--- src/rtl/core/kls_pkg.sv ---
`timescale 1ns / 1ps
`default_nettype none
// -----------------------------------------------------------------------------
// kls_pkg
// Shared constants, codes and types of the keyframe linear sampler.
// -----------------------------------------------------------------------------
package kls_pkg;

	localparam int MAX_KEYS_DEF = 32;

	// Operation codes of an input word.
	localparam logic [1:0] OP_TICK   = 2'd0;
	localparam logic [1:0] OP_INSERT = 2'd1;
	localparam logic [1:0] OP_CLEAR  = 2'd2;

	// Result status codes.
	localparam logic [1:0] ST_OK        = 2'd0;
	localparam logic [1:0] ST_NOT_FOUND = 2'd1;
	localparam logic [1:0] ST_FULL      = 2'd2;

	// Register indexes on the configuration port.
	localparam logic [1:0] REG_PLAYING = 2'd0;
	localparam logic [1:0] REG_TPS     = 2'd1;
	localparam logic [1:0] REG_LOOP    = 2'd2;

	localparam logic        PLAYING_RESET = 1'b1;
	localparam logic [15:0] TPS_RESET     = 16'd1;
	localparam logic [31:0] LOOP_RESET    = 32'h0001_0000;

	// Shared divider widths.
	localparam int DIVD_W = 49;
	localparam int DIVS_W = 33;

	typedef struct packed {
		logic [31:0] t;
		logic [31:0] x;
		logic [31:0] y;
		logic [31:0] z;
	} kls_entry_t;

	typedef struct packed {
		logic latch_item;
		logic clr_counts;
		logic do_insert;
		logic load_sum;
		logic load_pt_direct;
		logic load_pt_rem;
		logic div_start;
		logic div_frac;
		logic set_ch0;
		logic set_ch1;
		logic idx_zero;
		logic idx_inc;
		logic load_prev;
		logic load_cur;
		logic set_single;
		logic set_notfound;
		logic set_f_zero;
		logic load_f;
		logic mul_go;
		logic acc;
		logic out_load;
	} kls_cmd_t;

	typedef struct packed {
		logic playing;
		logic is_insert;
		logic ld_zero;
		logic div_done;
		logic cnt_zero;
		logic cnt_one;
		logic found;
		logic idx_end;
		logic den_zero;
		logic coord_last;
		logic ch_is1;
		logic out_free;
	} kls_sts_t;

endpackage
`default_nettype wire

--- src/rtl/core/kls_ctrl.sv ---
`timescale 1ns / 1ps
`default_nettype none
// -----------------------------------------------------------------------------
// kls_ctrl
// Sequencer that steps the datapath through time advance, search and blend.
// -----------------------------------------------------------------------------
module kls_ctrl import kls_pkg::*; (
	input  wire logic       clk,
	input  wire logic       arst_n,
	input  wire logic       in_valid,
	input  wire logic [1:0] in_op,
	output logic            in_ready,
	input  wire kls_sts_t   sts,
	output kls_cmd_t        cmd
);
	localparam logic [3:0] S_IDLE  = 4'd0;
	localparam logic [3:0] S_ADV   = 4'd1;
	localparam logic [3:0] S_MOD   = 4'd2;
	localparam logic [3:0] S_MODW  = 4'd3;
	localparam logic [3:0] S_CHAN  = 4'd4;
	localparam logic [3:0] S_RD0   = 4'd5;
	localparam logic [3:0] S_FIRST = 4'd6;
	localparam logic [3:0] S_RD    = 4'd7;
	localparam logic [3:0] S_CMP   = 4'd8;
	localparam logic [3:0] S_FRAC  = 4'd9;
	localparam logic [3:0] S_DIVW  = 4'd10;
	localparam logic [3:0] S_MUL   = 4'd11;
	localparam logic [3:0] S_ACC   = 4'd12;
	localparam logic [3:0] S_EMIT  = 4'd13;
	localparam logic [3:0] S_NEXT  = 4'd14;
	localparam logic [3:0] S_INS   = 4'd15;

	logic [3:0] state_q, state_d;

	assign in_ready = (state_q == S_IDLE);

	always_comb begin
		cmd     = '0;
		state_d = state_q;
		unique case (state_q)
			S_IDLE: begin
				if (in_valid) begin
					cmd.latch_item = 1'b1;
					unique case (in_op)
						OP_TICK:   state_d = sts.playing ? S_ADV : S_IDLE;
						OP_INSERT: state_d = S_INS;
						OP_CLEAR:  cmd.clr_counts = 1'b1;
						default:   state_d = S_IDLE;
					endcase
				end
			end
			S_ADV: begin
				cmd.load_sum = 1'b1;
				state_d      = S_MOD;
			end
			S_MOD: begin
				if (sts.ld_zero) begin
					cmd.load_pt_direct = 1'b1;
					cmd.set_ch0        = 1'b1;
					state_d            = S_CHAN;
				end else begin
					cmd.div_start = 1'b1;
					state_d       = S_MODW;
				end
			end
			S_MODW: begin
				if (sts.div_done) begin
					cmd.load_pt_rem = 1'b1;
					cmd.set_ch0     = 1'b1;
					state_d         = S_CHAN;
				end
			end
			S_CHAN: begin
				if (sts.cnt_zero) begin
					state_d = S_NEXT;
				end else begin
					cmd.idx_zero = 1'b1;
					state_d      = S_RD0;
				end
			end
			S_RD0: state_d = S_FIRST;
			S_FIRST: begin
				cmd.load_prev = 1'b1;
				if (sts.cnt_one) begin
					cmd.set_single = 1'b1;
					state_d        = S_EMIT;
				end else begin
					cmd.idx_inc = 1'b1;
					state_d     = S_RD;
				end
			end
			S_RD: state_d = S_CMP;
			S_CMP: begin
				if (sts.found) begin
					cmd.load_cur = 1'b1;
					state_d      = S_FRAC;
				end else if (sts.idx_end) begin
					cmd.set_notfound = 1'b1;
					state_d          = S_EMIT;
				end else begin
					cmd.load_prev = 1'b1;
					cmd.idx_inc   = 1'b1;
					state_d       = S_RD;
				end
			end
			S_FRAC: begin
				if (sts.den_zero) begin
					cmd.set_f_zero = 1'b1;
					state_d        = S_MUL;
				end else begin
					cmd.div_start = 1'b1;
					cmd.div_frac  = 1'b1;
					state_d       = S_DIVW;
				end
			end
			S_DIVW: begin
				if (sts.div_done) begin
					cmd.load_f = 1'b1;
					state_d    = S_MUL;
				end
			end
			S_MUL: begin
				cmd.mul_go = 1'b1;
				state_d    = S_ACC;
			end
			S_ACC: begin
				cmd.acc = 1'b1;
				state_d = sts.coord_last ? S_EMIT : S_MUL;
			end
			S_EMIT: begin
				if (sts.out_free) begin
					cmd.out_load = 1'b1;
					state_d      = sts.is_insert ? S_IDLE : S_NEXT;
				end
			end
			S_NEXT: begin
				if (sts.ch_is1) begin
					state_d = S_IDLE;
				end else begin
					cmd.set_ch1 = 1'b1;
					state_d     = S_CHAN;
				end
			end
			S_INS: begin
				cmd.do_insert = 1'b1;
				state_d       = S_EMIT;
			end
			default: state_d = S_IDLE;
		endcase
	end

	always_ff @(posedge clk or negedge arst_n) begin
		if (!arst_n) begin
			state_q <= S_IDLE;
		end else begin
			state_q <= state_d;
		end
	end
endmodule
`default_nettype wire

--- config.mk ---
export PLATFORM = sky130hd
export DESIGN_NAME = kls_ctrl
export DESIGN_NICKNAME = d
export VERILOG_FILES = /design/src/rtl/core/kls_pkg.sv /design/src/rtl/core/kls_ctrl.sv
export SDC_FILE = /design/constraint.sdc
export NUM_CORES = 1
export LEC_CHECK = 0
export BUFFER_PORTS_ARGS = -buffer_cell sky130_fd_sc_hd__buf_2
export CORE_MARGIN = 2
export CORE_UTILIZATION = 25
export DETAILED_ROUTE_END_ITERATION = 8
export PLACE_DENSITY_LB_ADDON = 0.2
export SLEW_MARGIN = 20
export SYNTH_ARGS = -nofsm -noshare
export SYNTH_HDL_FRONTEND = slang
export SYNTH_SLANG_ARGS = --single-unit
--- constraint.sdc ---
create_clock -name clk -period 3.9 [get_ports clk]
set_input_delay 0.195 -clock clk [delete_from_list [all_inputs] [get_ports clk]]
set_output_delay 0.195 -clock clk [all_outputs]
set_load 0.01 [all_outputs]
==> run metrics, run 1 <==
result of the run finished with violations; violations in the final reports DRC; final clock period utilization by the worst path 0.562; CP cell instances nand2b_4 -> or4_4 -> o32a_1 -> inv_1 -> buf_2; standby leakage power 0.466 nW; count of nets left with antenna violations after detail routing 0; proportion of netlist area held by the largest area contributor 0.134; worst clock skew 3.08 ps; buffers inserted during post-CTS setup optimization 0; endpoint kind of the worst setup timing path primary output; upper clock frequency limit 0.456 GHz; height of the die 58.7 um; All-Layer GR Usage 0.130; dominant register cell in the synthesized netlist sky130_fd_sc_hd__dfrtp_1; number of buffers added to fix hold violations after cts 1; Site Rows 19; synth unique cells 43; fraction of final layout cells with drive strength greater than 1 0.391; area inside the core boundary 0.00281 mm^2; launching element type of the critical path flop; Die Outline Area 0.00345 mm^2; top-level I/O count 39; routed length per placed instance 13.3 um; total iterations of the first detailed-routing run 6; input/output buffers 38; Sum Neg Setup Slack 0 ps; # DRC 1; number of warnings issued by yosys 0; number of enable-type register cells in the synthesized netlist 0; CTS tree done; total routed wirelength 2.18 mm; Async SR Flop Fraction 1.00; non-filler cells, final 164; growth of design area from synthesis to finish 27.6%; dominant cells by area after synthesis sky130_fd_sc_hd__dfrtp_1 (13%), sky130_fd_sc_hd__nand2b_1 (5.9%), sky130_fd_sc_hd__nor4_4 (5.7%), sky130_fd_sc_hd__nor2_1 (5.0%), sky130_fd_sc_hd__nor3_1 (4.0%); power per unit of standard cell area 723 mW/mm^2; post-synthesis average cell area 7.48 um^2; number of DRC markers after the initial detailed-route iteration 24; CP max FO 20; hold violation count in the final report 0; ratio of routed vias to standard cells 5.23; arrival time of data at the critical path endpoint 2000 ps; number of H-tree levels 1; CTS Buffer Depth 2; worst max-slew margin expressed relative to the limit 0.503; nets in the synthesized netlist 117; post-synthesis cell count 100; Diodes inserted 0; sequential share of the synthesized area 0.134; global-route wire length before repair 3.41 mm; maximum number of pins on one net before global-route repair 23; vias in the first global route 731; Yosys reg bits 4; largest registers state_q (4); clock input transition at the sequential cells of the worst setup and hold paths 40 ps; library cell with the largest summed area after synthesis sky130_fd_sc_hd__dfrtp_1; number of max-capacitance violations reported 0; final estimated routing congestion in global placement 0.810; Fill cells 321; Mapped Area 748 um^2; worst-margin pin slew 745 ps; Skew-Pair Late Insertion Delay 230 ps; worst r2r path cells 4; final setup violation count 0; number of instances resized during post-cts repair 0; time the worst path needs with I/O delays and setup 2190 ps; gr ovfl total 0; unrepaired setup endpoints after global routing false; Clock Sink Count 4; Final Net Count 152; clock root buffer sky130_fd_sc_hd__clkbuf_4; DR vias 857; data required time at the worst endpoint 3700 ps; Setup WS pre-CTS 1960 ps; critical path class reg -> out; count of pins over their slew limit 0; Crit path largest cell delay 780 ps; antenna violations before repair 0; starting utilization of the core area 0.267; width of the chip 58.7 um; Final Worst Setup Slack 1710 ps; detailed placer's ending HPWL 1.75 mm; min-delay worst type in -> async; dpl cells 160; total CTS buffers 3; Max IR drop VDD 0.000208 V; register with the highest flop count state_q; max reg flops 4; Max stage delay cell, worst path sky130_fd_sc_hd__dfrtp_1
==> cells by family after synthesis <==
family,after synthesis,synth area share
and+or+nand+nor,49,0.418
AOI/OAI and AO/OA,29,0.298
buffers and inverters,16,0.109
DFF,4,0.134
xor gates and xnor gates,1,0.0217
muxes,1,0.0201
==> Yosys cell counts (all sizes together), types with 3 or more instances <==
master  number
nor2        10
nand2        8
nand2b       8
nor3         8
buf          7
inv          6
a21oi        5
nor4         5
dfrtp        4
o21ai        4
a31oi        3
o22ai        3
==> path summary, 6_finish.rpt <==
| kind | from | endpoint | slack (ps) |
|---|---|---|---|
| max in group asynchronous | arst_n | state_q[2] | 3490 |
| hold reg to reg | state_q[1] | state_q[2] | 910 |
| setup / recovery | state_q[3] | cmd[9] | 1710 |
| setup reg to reg | state_q[1] | state_q[0] | 1960 |
| hold / removal | arst_n | state_q[3] | 290 |
| min in group clk | in_valid | state_q[2] | 380 |
==> metrics by stage <==
step	util	power (W)	hold slack, ps	area (um^2)
after floorplan	-	0.000559	-101	748
after global placement	0.329	0.000644	2.35	922
after detailed placement	0.329	0.000644	4.11	922
after CTS	0.340	0.000700	285	955
after global routing	0.340	0.000756	302	955
final	0.340	0.000690	293	955
==> critical path: cells and delay by family, from the launching register on <==
family	cells	cell delay, ps
AO/OA/AOI/OAI	1	220
buffers and inverters	2	180
flip-flops	1	780
AND/OR/NAND/NOR	2	580
==> placed cells by master, fill, tap and decap left out, drive strengths merged, types with 2 or more instances in the layout <==
cell type,count
buf,38
nor2,10
nand2,8
nand2b,8
nor3,8
inv,6
a21oi,5
nor4,5
dfrtp,4
o21ai,4
o22ai,3
a31oi,3
clkbuf,3
nor3b,2
o32a,2
and2,2
and3b,2
a21boi,2
==> per-layer routing <==
metal,vias up,share of wire,track usage
met5,-,0,0
li1,437,-,-
met2,30,0.46,0.210
met1,388,0.46,0.172
met4,0,0.011,0.0584
met3,2,0.070,0.0154
==> power by group <==
part	switching, W	total [W]	internal [W]
sequential	0.000129	0.000193	0.0000639
clock	0.0000166	0.0000510	0.0000344
combinational	0.000224	0.000447	0.000223
total	0.000369	0.000690	0.000321
==> cell type report <==
type / instances / area (um^2) / share of cell area
inverters: 7 / 26.3 / 0.0275
multi-input cells: 80 / 567 / 0.594
well taps: 31 / 38.8 / 0.0406
flip-flops and latches: 4 / 100 / 0.105
clock buffers: 3 / 22.5 / 0.0236
repair buffers: 39 / 200 / 0.210
Power figures use the tool's default switching activity.
==> inputs of run 2 (changes only) <==
ABC_AREA = 1   (was default)
clock period = 2.3 ns   (was 3.9 ns; I/O delays follow)
==> run 2 against run 1 <==
  * The run now ends clean
  * Clock-buffer cell count unchanged
  * Setup slack got worse by 1100 ps
  * First-iteration DRC count increased by 46%
  * Sequential power about the same
  * Area after synthesis decreased by 12%
  * Combinational power increased by 65%
  * Critical path type unchanged
==> run metrics, run 2 <==
result of the run finished, final reports clean; Synth Area in Compound Gates 0.0568 (-0.241); number of DRC markers after the initial detailed-route iteration 35 (+46%); CP cell instances nor2_1 -> nand2_2 -> nor2_1 -> and3_1 -> buf_2; most frequent cells after synthesis sky130_fd_sc_hd__nand2_1 (38), sky130_fd_sc_hd__nor2_1 (37), sky130_fd_sc_hd__inv_1 (28); number of buffers and inverters on the critical path 1 (-1); worst-margin pin slew 348 ps (-397 ps); min-delay worst type in -> async; worst r2r path cells 8 (+4); fraction of final layout cells with drive strength greater than 1 0.257 (-0.134); starting utilization of the core area 0.264 (-0.00246); endpoint kind of the worst setup timing path primary output; clock input transition at the sequential cells of the worst setup and hold paths 40 ps (about the same); area inside the core boundary 0.00250 mm^2 (-11%); All-Layer GR Usage 0.131 (+0.00186); worst max-slew margin expressed relative to the limit 0.768 (+0.265); Sum Neg Setup Slack 0 ps (unchanged); critical path class reg -> out; vias in the first global route 804 (+10%); Max IR drop VDD 0.000364 V (+75%); proportion of netlist area held by the largest area contributor 0.216 (+0.0821); buffers inserted during post-CTS setup optimization 0 (unchanged); gr ovfl total 0 (unchanged); top-level I/O count 39 (unchanged); arrival time of data at the critical path endpoint 1590 ps (-410 ps); total iterations of the first detailed-routing run 4 (-2); number of max-capacitance violations reported 0 (unchanged); data required time at the worst endpoint 2180 ps (-1520 ps); time the worst path needs with I/O delays and setup 1710 ps; Yosys reg bits 4 (unchanged); nets in the synthesized netlist 155 (+32%); count of nets left with antenna violations after detail routing 0 (unchanged); non-filler cells, final 209 (+27%); final clock period utilization by the worst path 0.743; upper clock frequency limit 0.585 GHz; worst clock skew 7.56 ps (+4.48 ps); total stage count of the critical path 5 (unchanged); Mapped Area 661 um^2 (-12%); Clock Sink Count 4 (unchanged); number of enable-type register cells in the synthesized netlist 0 (unchanged); R2R Path Start state_q[0]; final estimated routing congestion in global placement 0.920 (+14%); dominant cells by area after synthesis sky130_fd_sc_hd__nand2_1 (22%), sky130_fd_sc_hd__nor2_1 (21%), sky130_fd_sc_hd__inv_1 (16%), sky130_fd_sc_hd__dfrtp_1 (15%), sky130_fd_sc_hd__nand3_1 (11%); power per unit of standard cell area 1120 mW/mm^2 (+55%); ratio of routed vias to standard cells 4.44 (-15%); Die Outline Area 0.00307 mm^2 (-11%); sequential share of the synthesized area 0.152 (+0.0177); number of instances resized during post-cts repair 0 (unchanged); maximum number of pins on one net before global-route repair 9 (-61%); count of pins over their slew limit 0 (unchanged); hold violation count in the final report 0 (unchanged); post-synthesis average cell area 4.79 um^2 (-36%); unrepaired setup endpoints after global routing false; Final Net Count 198 (+30%); clock root buffer sky130_fd_sc_hd__clkbuf_4; post-synthesis cell count 138 (+38%); Async SR Flop Fraction 1.00 (unchanged); leading cell types in the layout, fill and taps excluded sky130_fd_sc_hd__nand2_1 (38), sky130_fd_sc_hd__buf_2 (38), sky130_fd_sc_hd__nor2_1 (37); global-route wire length before repair 3.28 mm (-3.6%); share of synthesized cell area in and, or, nand and nor gates 0.610 (+0.192); height of the die 55.4 um (-5.6%); number of H-tree levels 1 (unchanged); most used cell, CP sky130_fd_sc_hd__nor2_1; synth unique cells 16 (-63%); dominant register cell in the synthesized netlist sky130_fd_sc_hd__dfrtp_1; input/output buffers 38 (unchanged); Diodes inserted 0 (unchanged); flop2flop setup slack 810 ps (-1150 ps); Adder-Cell Fraction of Synth Area 0 (unchanged); cell family with the largest share of critical-path delay simple AND/OR/NAND/NOR gates; Max stage delay cell, worst path sky130_fd_sc_hd__dfrtp_1; largest registers state_q (4); total routed wirelength 2.02 mm (-7.5%); register with the highest flop count state_q; antenna violations before repair 0 (unchanged); CP max FO 7 (-65%); DR vias 929 (+8.4%); number of buffers added to fix hold violations after cts 1 (unchanged); mux contribution to synthesized area 0 (-0.0201); standby leakage power 0.678 nW (+45%); endpoint of the lowest-slack register-to-register path state_q[1]; final setup violation count 0 (unchanged); launching element type of the critical path flop; # DRC 0 (-1); max reg flops 4 (unchanged); library cell with the largest summed area after synthesis sky130_fd_sc_hd__nand2_1; CTS Buffer Depth 2 (unchanged); total CTS buffers 3 (unchanged); CTS tree done; Site Rows 18 (-1); cell with the most instances after synthesis sky130_fd_sc_hd__nand2_1; Skew-Pair Late Insertion Delay 250 ps (+20 ps); growth of design area from synthesis to finish 38.3%; detailed placer's ending HPWL 1.72 mm (-1.4%); number of warnings issued by yosys 0 (unchanged); dpl cells 205 (+28%); Crit path largest cell delay 450 ps (-330 ps); width of the chip 55.4 um (-5.6%); dominant combinational cell family by area after synthesis simple AND/OR/NAND/NOR gates; Post-Synth XOR/XNOR Area 0 (-0.0217); routed length per placed instance 9.66 um (-27%)
-- run 2: how the worst max path moves through the flow --
stage                 endpoint  startpoint  slack (ps)
floorplan              cmd[19]  state_q[0]         970
global placement    state_q[0]  state_q[3]         860
detailed placement  state_q[1]  state_q[0]         860
CTS                    cmd[19]  state_q[3]         590
global route           cmd[19]  state_q[3]         440
finish                 cmd[19]  state_q[3]         590
-- run 2: metal layers --
metal | up-vias | track usage | wire length [um]
met4 | 0 | 0.0627 | 24
li1 | 495 | - | -
met5 | - | 0 | 0
met3 | 2 | 0.0211 | 117
met2 | 32 | 0.235 | 987
met1 | 400 | 0.150 | 889
-- run 2: logic make-up after synthesis --
| kind of cell | Yosys count |
|---|---|
| compound gates | 7 |
| simple gates | 96 |
| flops | 4 |
| buf+inv | 31 |
-- run 2: where the power goes --
part	internal, W	switching [W]	total [W]
sequential	0.000112	0.0000782	0.000190
clock	0.0000587	0.0000342	0.0000929
combinational	0.000254	0.000484	0.000738
total	0.000424	0.000596	0.00102
-- run 2: through the flow --
step	total power, W	util	hold slack (ps)	worst slack, ps	instance area, um^2
6_report	0.00102	0.365	202	590	913
5_1_grt	0.00112	0.365	224	444	913
4_1_cts	0.00103	0.365	195	586	913
3_5_place_dp	0.000928	0.352	-79.1	862	881
3_3_place_gp	0.000930	0.352	-79.7	858	881
2_1_floorplan	0.000716	-	-181	966	661
-- run 2: layout make-up --
class / count / area, um^2
Multi-Input combinational cell: 103 / 440
Clock buffer: 3 / 22.5
Sequential cell: 4 / 100
Tap cell: 30 / 37.5
Fill cell: 296 / 1590
Inverter: 30 / 113
Timing Repair Buffer: 39 / 200
